[config.mk]
export PLATFORM = sky130hd
export DESIGN_NAME = pendulum_state_feedback_controller
export DESIGN_NICKNAME = d
export VERILOG_FILES = /design/src/rtl/psfc_pkg.sv /design/src/rtl/psfc_dp.sv /design/src/rtl/psfc_ctrl.sv /design/src/rtl/pendulum_state_feedback_controller.sv
export SDC_FILE = /design/constraint.sdc
export NUM_CORES = 2
export LEC_CHECK = 0
export ABC_AREA = 1
export BUFFER_PORTS_ARGS = -buffer_cell sky130_fd_sc_hd__buf_2
export CORE_ASPECT_RATIO = 1.75
export CORE_MARGIN = 5
export CORE_UTILIZATION = 45
export CTS_CLUSTER_DIAMETER = 30
export DETAILED_ROUTE_END_ITERATION = 10
export PLACE_DENSITY = 0.71
export SETUP_SLACK_MARGIN = 0.4
export SLEW_MARGIN = 20
export SYNTH_ARGS = -nofsm -noshare
export SYNTH_HDL_FRONTEND = slang
export SYNTH_HIERARCHICAL = 1
export SYNTH_SLANG_ARGS = --single-unit
[constraint.sdc]
create_clock -name clk -period 27.1 [get_ports clk]
set_input_delay 1.355 -clock clk [delete_from_list [all_inputs] [get_ports clk]]
set_output_delay 1.355 -clock clk [all_outputs]
set_load 0.05 [all_outputs]
[src/rtl/psfc_pkg.sv]
// Shared types, register indexes and constants for the pendulum balance controller.
package psfc_pkg;

  localparam int GAIN_FRAC_BITS_DEF = 8;

  localparam int CFG_IDX_W  = 3;
  localparam int CFG_DATA_W = 24;

  localparam logic [CFG_IDX_W-1:0] REG_SMOOTH      = 3'd0;
  localparam logic [CFG_IDX_W-1:0] REG_ANGLE_GAIN  = 3'd1;
  localparam logic [CFG_IDX_W-1:0] REG_TILT_GAIN   = 3'd2;
  localparam logic [CFG_IDX_W-1:0] REG_POS_GAIN    = 3'd3;
  localparam logic [CFG_IDX_W-1:0] REG_SPEED_GAIN  = 3'd4;
  localparam logic [CFG_IDX_W-1:0] REG_TURN_GAIN   = 3'd5;
  localparam logic [CFG_IDX_W-1:0] REG_TURN_TARGET = 3'd6;
  localparam logic [CFG_IDX_W-1:0] REG_DRIVE_LIMIT = 3'd7;

  localparam logic [8:0]         RST_SMOOTH      = 9'd77;
  localparam logic signed [23:0] RST_ANGLE_GAIN  = 24'sd15000;
  localparam logic signed [23:0] RST_TILT_GAIN   = 24'sd2400;
  localparam logic signed [23:0] RST_POS_GAIN    = 24'sd0;
  localparam logic signed [23:0] RST_SPEED_GAIN  = 24'sd0;
  localparam logic signed [23:0] RST_TURN_GAIN   = 24'sd4800;
  localparam logic signed [15:0] RST_TURN_TARGET = 16'sd0;
  localparam logic [22:0]        RST_DRIVE_LIMIT = 23'd120000;

  localparam logic [8:0] SMOOTH_MAX = 9'd256;

  localparam logic CMD_TICK   = 1'b0;
  localparam logic CMD_TOGGLE = 1'b1;

  localparam int TERM_W = 3;
  localparam logic [TERM_W-1:0] TERM_ROLL  = 3'd0;
  localparam logic [TERM_W-1:0] TERM_TILT  = 3'd1;
  localparam logic [TERM_W-1:0] TERM_POS   = 3'd2;
  localparam logic [TERM_W-1:0] TERM_SPEED = 3'd3;
  localparam logic [TERM_W-1:0] TERM_TURN  = 3'd4;

  localparam int OPB_W  = 34;
  localparam int PROD_W = 58;
  localparam int ACC_W  = 60;

  typedef struct packed {
    logic               cmd;
    logic signed [15:0] roll_angle;
    logic signed [15:0] tilt_rate;
    logic signed [15:0] yaw_rate;
    logic signed [31:0] wheel_position;
    logic signed [31:0] wheel_speed;
  } in_word_t;

  typedef struct packed {
    logic signed [23:0] right_drive;
    logic signed [23:0] left_drive;
    logic               running;
  } out_word_t;

  typedef struct packed {
    logic              load_in;
    logic              toggle;
    logic              filt;
    logic              mul_en;
    logic [TERM_W-1:0] term;
    logic              sum;
    logic              trunc;
    logic              load_out;
  } ctrl_cmd_t;

  typedef struct packed {
    logic run_mode;
  } dp_stat_t;

endpackage

[src/rtl/psfc_dp.sv]
// Datapath: configuration registers, roll filter, shared multiplier, accumulator and clamp.
module psfc_dp
  import psfc_pkg::*;
#(
  parameter int GAIN_FRAC_BITS = GAIN_FRAC_BITS_DEF
) (
  input  logic                  clk,
  input  logic                  rst_n,
  input  logic                  cfg_we,
  input  logic [CFG_IDX_W-1:0]  cfg_index,
  input  logic [CFG_DATA_W-1:0] cfg_data,
  input  in_word_t              in_word,
  input  ctrl_cmd_t             cmd,
  output dp_stat_t              stat,
  output out_word_t             out_word
);

  localparam logic signed [ACC_W-1:0] RND = (ACC_W'(1) <<< GAIN_FRAC_BITS) - ACC_W'(1);

  logic [8:0]         smooth_r;
  logic signed [23:0] angle_gain_r;
  logic signed [23:0] tilt_gain_r;
  logic signed [23:0] pos_gain_r;
  logic signed [23:0] speed_gain_r;
  logic signed [23:0] turn_gain_r;
  logic signed [15:0] turn_target_r;
  logic [22:0]        limit_r;

  logic signed [15:0] fr_r;
  logic signed [15:0] roll_off_r;
  logic signed [31:0] last_pos_r;
  logic signed [31:0] pos_off_r;
  logic               run_r;

  in_word_t           in_r;

  logic [8:0]          w_sat;
  logic signed [9:0]   w_s;
  logic signed [16:0]  diff_f;
  logic signed [26:0]  wprod;
  logic signed [27:0]  fnum;

  logic signed [16:0]  roll_d;
  logic signed [32:0]  pos_d;
  logic signed [16:0]  yaw_d;
  logic signed [23:0]  mul_a;
  logic signed [OPB_W-1:0]  mul_b;
  logic signed [PROD_W-1:0] prod_nxt;

  logic signed [PROD_W-1:0] prod_r;
  logic [TERM_W-1:0]        prod_term_r;
  logic                     prod_vld_r;
  logic signed [ACC_W-1:0]  acc_r;
  logic signed [ACC_W-1:0]  y_r;
  logic signed [ACC_W-1:0]  prod_ext;
  logic signed [ACC_W-1:0]  rsum_r;
  logic signed [ACC_W-1:0]  lsum_r;
  logic signed [ACC_W-1:0]  rt_nxt;
  logic signed [ACC_W-1:0]  lt_nxt;
  logic signed [ACC_W-1:0]  rt_r;
  logic signed [ACC_W-1:0]  lt_r;
  logic signed [ACC_W-1:0]  lim_p;
  logic signed [ACC_W-1:0]  lim_n;
  logic signed [ACC_W-1:0]  rc;
  logic signed [ACC_W-1:0]  lc;

  out_word_t out_r;

  always_ff @(posedge clk) begin
    if (!rst_n) begin
      smooth_r      <= RST_SMOOTH;
      angle_gain_r  <= RST_ANGLE_GAIN;
      tilt_gain_r   <= RST_TILT_GAIN;
      pos_gain_r    <= RST_POS_GAIN;
      speed_gain_r  <= RST_SPEED_GAIN;
      turn_gain_r   <= RST_TURN_GAIN;
      turn_target_r <= RST_TURN_TARGET;
      limit_r       <= RST_DRIVE_LIMIT;
    end else if (cfg_we) begin
      unique case (cfg_index)
        REG_SMOOTH:      smooth_r      <= cfg_data[8:0];
        REG_ANGLE_GAIN:  angle_gain_r  <= cfg_data;
        REG_TILT_GAIN:   tilt_gain_r   <= cfg_data;
        REG_POS_GAIN:    pos_gain_r    <= cfg_data;
        REG_SPEED_GAIN:  speed_gain_r  <= cfg_data;
        REG_TURN_GAIN:   turn_gain_r   <= cfg_data;
        REG_TURN_TARGET: turn_target_r <= cfg_data[15:0];
        REG_DRIVE_LIMIT: limit_r       <= cfg_data[22:0];
        default: ;
      endcase
    end
  end

  always_comb begin
    w_sat  = (smooth_r > SMOOTH_MAX) ? SMOOTH_MAX : smooth_r;
    w_s    = $signed({1'b0, w_sat});
    diff_f = {fr_r[15], fr_r} - {in_r.roll_angle[15], in_r.roll_angle};
    wprod  = w_s * diff_f;
    fnum   = {{4{in_r.roll_angle[15]}}, in_r.roll_angle, 8'd0}
             + {wprod[26], wprod} + 28'sd128;
  end

  always_ff @(posedge clk) begin
    if (!rst_n) begin
      fr_r       <= '0;
      roll_off_r <= '0;
      last_pos_r <= '0;
      pos_off_r  <= '0;
      run_r      <= 1'b0;
    end else if (cmd.toggle) begin
      run_r      <= ~run_r;
      roll_off_r <= fr_r;
      pos_off_r  <= last_pos_r;
    end else if (cmd.filt) begin
      fr_r       <= fnum[23:8];
      last_pos_r <= in_r.wheel_position;
    end
  end

  always_ff @(posedge clk) begin
    if (cmd.load_in) begin
      in_r <= in_word;
    end
  end

  always_comb begin
    roll_d = {fr_r[15], fr_r} - {roll_off_r[15], roll_off_r};
    pos_d  = {in_r.wheel_position[31], in_r.wheel_position} - {pos_off_r[31], pos_off_r};
    yaw_d  = {turn_target_r[15], turn_target_r} - {in_r.yaw_rate[15], in_r.yaw_rate};
    case (cmd.term)
      TERM_ROLL: begin
        mul_a = angle_gain_r;
        mul_b = {{(OPB_W-17){roll_d[16]}}, roll_d};
      end
      TERM_TILT: begin
        mul_a = tilt_gain_r;
        mul_b = {{(OPB_W-16){in_r.tilt_rate[15]}}, in_r.tilt_rate};
      end
      TERM_POS: begin
        mul_a = pos_gain_r;
        mul_b = {{(OPB_W-33){pos_d[32]}}, pos_d};
      end
      TERM_SPEED: begin
        mul_a = speed_gain_r;
        mul_b = {{(OPB_W-32){in_r.wheel_speed[31]}}, in_r.wheel_speed};
      end
      TERM_TURN: begin
        mul_a = turn_gain_r;
        mul_b = {{(OPB_W-17){yaw_d[16]}}, yaw_d};
      end
      default: begin
        mul_a = '0;
        mul_b = '0;
      end
    endcase
    prod_nxt = mul_a * mul_b;
    prod_ext = {{(ACC_W-PROD_W){prod_r[PROD_W-1]}}, prod_r};
  end

  always_ff @(posedge clk) begin
    if (!rst_n) begin
      prod_vld_r <= 1'b0;
    end else begin
      prod_vld_r <= cmd.mul_en;
    end
  end

  always_ff @(posedge clk) begin
    prod_r      <= prod_nxt;
    prod_term_r <= cmd.term;
    if (cmd.filt) begin
      acc_r <= '0;
    end else if (prod_vld_r) begin
      if (prod_term_r == TERM_TURN) begin
        y_r <= prod_ext;
      end else begin
        acc_r <= acc_r - prod_ext;
      end
    end
    if (cmd.sum) begin
      rsum_r <= acc_r + y_r;
      lsum_r <= acc_r - y_r;
    end
    if (cmd.trunc) begin
      rt_r <= rt_nxt;
      lt_r <= lt_nxt;
    end
  end

  always_comb begin
    rt_nxt = (rsum_r + (rsum_r[ACC_W-1] ? RND : ACC_W'(0))) >>> GAIN_FRAC_BITS;
    lt_nxt = (lsum_r + (lsum_r[ACC_W-1] ? RND : ACC_W'(0))) >>> GAIN_FRAC_BITS;
    lim_p  = $signed({{(ACC_W-23){1'b0}}, limit_r});
    lim_n  = -lim_p;
    if (rt_r > lim_p) begin
      rc = lim_p;
    end else if (rt_r < lim_n) begin
      rc = lim_n;
    end else begin
      rc = rt_r;
    end
    if (lt_r > lim_p) begin
      lc = lim_p;
    end else if (lt_r < lim_n) begin
      lc = lim_n;
    end else begin
      lc = lt_r;
    end
  end

  always_ff @(posedge clk) begin
    if (cmd.load_out) begin
      if (run_r) begin
        out_r.right_drive <= rc[23:0];
        out_r.left_drive  <= -lc[23:0];
        out_r.running     <= 1'b1;
      end else begin
        out_r.right_drive <= '0;
        out_r.left_drive  <= '0;
        out_r.running     <= 1'b0;
      end
    end
  end

  assign stat.run_mode = run_r;
  assign out_word      = out_r;

endmodule

[src/rtl/psfc_ctrl.sv]
// Controller: sequences filter, MAC and rounding (when running) and load per tick word.
module psfc_ctrl
  import psfc_pkg::*;
(
  input  logic      clk,
  input  logic      rst_n,
  input  logic      in_valid,
  input  logic      in_cmd,
  output logic      in_stall,
  output logic      out_valid,
  input  logic      out_stall,
  input  dp_stat_t  stat,
  output ctrl_cmd_t cmd
);

  localparam logic [2:0] S_IDLE = 3'd0;
  localparam logic [2:0] S_FILT = 3'd1;
  localparam logic [2:0] S_MUL  = 3'd2;
  localparam logic [2:0] S_ACC  = 3'd3;
  localparam logic [2:0] S_SUM  = 3'd4;
  localparam logic [2:0] S_TRNC = 3'd5;
  localparam logic [2:0] S_OUT  = 3'd6;

  logic [2:0]        state_r;
  logic [2:0]        state_nxt;
  logic [TERM_W-1:0] term_r;
  logic [TERM_W-1:0] term_nxt;
  logic              out_valid_r;
  logic              out_valid_nxt;
  logic              out_free;

  assign in_stall  = (state_r != S_IDLE);
  assign out_valid = out_valid_r;
  assign out_free  = !out_valid_r || !out_stall;

  always_comb begin
    state_nxt = state_r;
    term_nxt  = term_r;
    cmd       = '0;
    cmd.term  = term_r;
    unique case (state_r)
      S_IDLE: begin
        if (in_valid) begin
          if (in_cmd == CMD_TOGGLE) begin
            cmd.toggle = 1'b1;
          end else begin
            cmd.load_in = 1'b1;
            state_nxt   = S_FILT;
          end
        end
      end
      S_FILT: begin
        cmd.filt  = 1'b1;
        term_nxt  = TERM_ROLL;
        state_nxt = stat.run_mode ? S_MUL : S_OUT;
      end
      S_MUL: begin
        cmd.mul_en = 1'b1;
        if (term_r == TERM_TURN) begin
          state_nxt = S_ACC;
        end else begin
          term_nxt = term_r + TERM_W'(1);
        end
      end
      S_ACC: begin
        state_nxt = S_SUM;
      end
      S_SUM: begin
        cmd.sum   = 1'b1;
        state_nxt = S_TRNC;
      end
      S_TRNC: begin
        cmd.trunc = 1'b1;
        state_nxt = S_OUT;
      end
      S_OUT: begin
        if (out_free) begin
          cmd.load_out = 1'b1;
          state_nxt    = S_IDLE;
        end
      end
      default: begin
        state_nxt = S_IDLE;
      end
    endcase
  end

  always_comb begin
    if (cmd.load_out) begin
      out_valid_nxt = 1'b1;
    end else if (!out_stall) begin
      out_valid_nxt = 1'b0;
    end else begin
      out_valid_nxt = out_valid_r;
    end
  end

  always_ff @(posedge clk) begin
    if (!rst_n) begin
      state_r     <= S_IDLE;
      term_r      <= TERM_ROLL;
      out_valid_r <= 1'b0;
    end else begin
      state_r     <= state_nxt;
      term_r      <= term_nxt;
      out_valid_r <= out_valid_nxt;
    end
  end

endmodule

[src/rtl/pendulum_state_feedback_controller.sv]
// Top level of the pendulum balance controller: controller and datapath.
//
//   channel  signals                          direction
//   in       in_valid, in_stall, in_word      tick or toggle words in
//   out      out_valid, out_stall, out_word   drive words out
//   cfg      cfg_we, cfg_index, cfg_data      register writes
//
// While running, a tick word goes through the filter, five passes of the one
// 24x34 multiplier, sum, round and load before the next word is accepted; while
// stopped it goes from the filter straight to the load. A toggle word gives no word.
// Synchronous active-low reset restores register defaults and stops the loop.
// A full output register holds under out_stall; the sequencer waits to load it.
module pendulum_state_feedback_controller
  import psfc_pkg::*;
#(
  parameter int GAIN_FRAC_BITS = GAIN_FRAC_BITS_DEF
) (
  input  logic                  clk,
  input  logic                  rst_n,
  input  logic                  in_valid,
  output logic                  in_stall,
  input  in_word_t              in_word,
  output logic                  out_valid,
  input  logic                  out_stall,
  output out_word_t             out_word,
  input  logic                  cfg_we,
  input  logic [CFG_IDX_W-1:0]  cfg_index,
  input  logic [CFG_DATA_W-1:0] cfg_data
);

  ctrl_cmd_t cmd;
  dp_stat_t  stat;

  psfc_ctrl u_ctrl (
    .clk       (clk),
    .rst_n     (rst_n),
    .in_valid  (in_valid),
    .in_cmd    (in_word.cmd),
    .in_stall  (in_stall),
    .out_valid (out_valid),
    .out_stall (out_stall),
    .stat      (stat),
    .cmd       (cmd)
  );

  psfc_dp #(
    .GAIN_FRAC_BITS (GAIN_FRAC_BITS)
  ) u_dp (
    .clk       (clk),
    .rst_n     (rst_n),
    .cfg_we    (cfg_we),
    .cfg_index (cfg_index),
    .cfg_data  (cfg_data),
    .in_word   (in_word),
    .cmd       (cmd),
    .stat      (stat),
    .out_word  (out_word)
  );

  a_stopped_zero: assert property (@(posedge clk) disable iff (!rst_n)
    out_valid && !out_word.running |-> out_word.right_drive == 24'sd0
                                       && out_word.left_drive == 24'sd0)
    else $error("stopped word carries nonzero drive");

  a_drive_range: assert property (@(posedge clk) disable iff (!rst_n)
    out_valid && out_word.running |-> out_word.right_drive != 24'h800000
                                      && out_word.left_drive != 24'h800000)
    else $error("drive outside clamp range");

  a_toggle_silent: assert property (@(posedge clk) disable iff (!rst_n)
    in_valid && !in_stall && in_word.cmd == CMD_TOGGLE |=> !$rose(out_valid) && !in_stall)
    else $error("toggle word produced a result or busy cycle");

endmodule

==> summary.md <==
| Metric | Value |
|---|---|
| Reg2Reg Capture Point | u_dp/prod_r[57] |
| I/O Buffers | 195 |
| Die Height | 587 um |
| Most frequent CP cell | inv_1 |
| CTS Buf Count | 144 |
| Unrepaired setup endpoints after global routing | false |
| Crit path max fanout | 13 |
| CP max stage cell | fa_1 |
| Drt total wl | 293000 um |
| Crit start category | flop |
| Worst skew pair latency | 0.80 ns |
| Rows | 212 |
| Post-CTS sizing | 0 |
| Maximum clock path buffer count | 4 |
| # H-tree levels | 4 |
| Die Span X | 340 um |
| Cells after synthesis | 10700 |
| Type of the tightest min-delay check | flop to flop |
| Ys Warns | 6 |
| Hold Path End | u_dp/y_r[9] |
| Vias in the first global route | 78000 |
| Initial antenna violation count | 11 |
| Root Buffer | clkbuf_16 |
| Post-CTS Hold Buffers | 0 |
| Required time of the worst setup path | 27.75 ns |
| GR Overflow Total | 0 |
| Initial core utilization | 45.1% |
| Largest family of logic cells by synthesized area | adder cells |
| Worst reg2reg path depth | 43 |
| WL per Instance | 21.8 um |
| Synth Register Bits | 836 |
| Simple-Gate Fraction of Synth Area | 18.1% |
| Layout area overhead | 9.70% |
| Fin crit share | 39.4% |
| Mapped Nets | 12500 |
| Post-route ant nets | 0 |
| Post-synthesis compound-gate area fraction | 10.9% |
| Vias | 73700 |
| Synthesized cell area | 0.0857 mm^2 |
| First-pass DRT Iterations | 9 |
| GPL Wtd Cong | 1.01 |
| Number of synthesized flops with an enable pin | 442 |
| CTS tree | built |
| Post-synth top area share | 22.2% |
| Post-CTS setup buffers | 0 |
| Max Cap Viol | 0 |
| Gr usage total | 28.9% |
| Post-synth top cells | inv_1 (2147), nand2_1 (1716), nor2_1 (1349), fa_1 (951), a21oi_1 (746) |
| Arrival time of the worst setup path | 11.33 ns |
| Share of cells above drive strength 1 | 6.13% |
| Setup CP Type | flop to flop |
| Fin Setup TNS | 0 ns |
| Ranking of synthesized cells by area | fa_1 (22%), edfxtp_1 (15%), ha_1 (9.4%) |
| Fin Clk Skew | 0.0727 ns |
| Post-Synth XOR/XNOR Area | 3.53% |
| Largest area contributor in the netlist | fa_1 |
| Ys flop type | edfxtp_1 |
| Die Footprint | 0.200 mm^2 |
| Hold path startpoint | u_dp/prod_r[9] |
| Final Hold Viols | 0 |
| Hold path cells | 0 |
| Avg Cell Area, Syn | 7.98 um^2 |
| Num Clock Sinks | 836 |
| Fill cell count | 18300 |
| Post-synthesis adder-cell area fraction | 31.6% |
| Reg-to-reg startpoint | u_dp/fr_r[0] |
| DR vias/cell | 5.49 |
| Iteration-0 DRC Markers | 5396 |
| Register-to-register setup slack | 16.42 ns |
| Mux contribution to synthesized area | 0% |
| Clock-pin slew on the worst setup and hold paths | 0.06 ns |
| Largest net degree at the start of global routing | 94 |
| Fmax | 93.6 MHz |
| Setup violations, final | 0 |
| IO Count | 196 |
| Tmin final | 10.68 ns |
| First-pass GRT wire length | 445000 um |
| Slowest cell delay on critical path | 0.72 ns |
| Most frequent cell after synthesis | inv_1 |
| Post-route DRC | 0 |
| Nets | 12600 |
| Asr flop ratio synth | 0% |
| Relative slew slack | 21.9% |
| Worst-Margin Slew | 1.17 ns |
| Status | finished, final reports clean |
| Slew Limit Fails | 0 |
| Core area | 0.190 mm^2 |
| Post-synthesis sequential area ratio | 24.7% |
| Detailed Place HPWL | 235000 um |
| Synth unique cells | 68 |
| CP endpoint kind | flop |
layout make-up:
type / count / area, um^2 / area share, %
multi-input cells: 7391 / 55100 / 58.6
flip-flops and latches: 836 / 21200 / 22.5
inverters: 2179 / 8180 / 8.70
clock buffers: 167 / 3850 / 4.10
well taps: 2461 / 3080 / 3.28
repair buffers: 283 / 1660 / 1.77
clock inverters: 87 / 921 / 0.980
diodes: 10 / 25.0 / 0.0266
per-stage QoR:
stage / hold WS, ns / cell area (um^2) / util [%] / worst slack (ns) / instances
final: 0.413 / 94000 / 49.5 / 16.42 / 13400
after global routing: 0.428 / 94000 / 49.5 / 15.67 / 13400
after CTS: 0.409 / 93900 / 49.5 / 16.60 / 13400
after detailed placement: 0.427 / 89200 / 46.9 / 16.69 / 13100
after global placement: 0.418 / 89200 / 46.9 / 16.72 / 13100
after floorplan: 0.391 / 85700 / - / 18.44 / 10700
how the worst max path moves through the flow:
stage | start | cells past startpoint | to | slack [ns]
floorplan | u_dp/fr_r[0] | 42 | u_dp/prod_r[57] | 18.44
global placement | u_dp/fr_r[0] | 43 | u_dp/prod_r[57] | 16.72
detailed placement | u_dp/fr_r[0] | 43 | u_dp/prod_r[57] | 16.69
CTS | u_dp/fr_r[0] | 43 | u_dp/prod_r[57] | 16.60
global route | u_dp/fr_r[0] | 43 | u_dp/prod_r[57] | 15.67
finish | u_dp/fr_r[0] | 43 | u_dp/prod_r[57] | 16.42
cell usage in the layout (no fill, tap or decap), drive strengths merged, types with 12 or more instances in the layout:
cell,n
ha,645
a221oi,23
a21boi,12
fa,951
clkinv,48
a21oi,747
o31ai,13
nor4,52
xnor2,89
or2,29
dfxtp,394
and2,17
o211ai,48
a21o,62
o221ai,13
nand4,101
nor2,1378
and3,12
o22ai,24
nand3,305
edfxtp,442
nand2,1745
o21ai,591
nor3,107
clkbuf,167
o21a,34
o21bai,22
inv,2202
a31oi,58
buf,283
xor2,255
kinds of logic after synthesis:
group | Yosys count
and+or+nand+nor | 3759
buffers and inverters | 2509
AOI/OAI and AO/OA | 1692
adders and majority gates | 1596
DFF | 836
xor gates and xnor gates | 344
per-layer routing:
metal / part of all wire, % / global-route usage, %
met2: 51 / 52.4
met3: 5.6 / 3.51
met4: 10 / 23.5
met1: 34 / 29.8
met5: 0.0065 / 0
worst max-delay path, delay by kind of cell (launching register included):
family	cells	cell delay (ns)
AO/OA/AOI/OAI	6	1.08
XOR/XNOR	1	0.15
adder cells (fa/ha/maj)	10	4.82
buffers and inverters	10	1.23
flip-flops	1	0.30
AND/OR/NAND/NOR	16	2.97
flip-flops by register name, indices dropped and copies added (netlist names), 49 cells and up:
signal and count:
u_dp/in_r 112, u_dp/rt_r 52, u_dp/prod_r 58, u_dp/acc_r 60
u_dp/rsum_r 60, u_dp/y_r 58, u_dp/out_word 49, u_dp/lsum_r 59
u_dp/lt_r 52
Power is left out: the tool's default activity adds up to more than one toggle a clock period on the data nets, which glitch-free logic cannot reach.
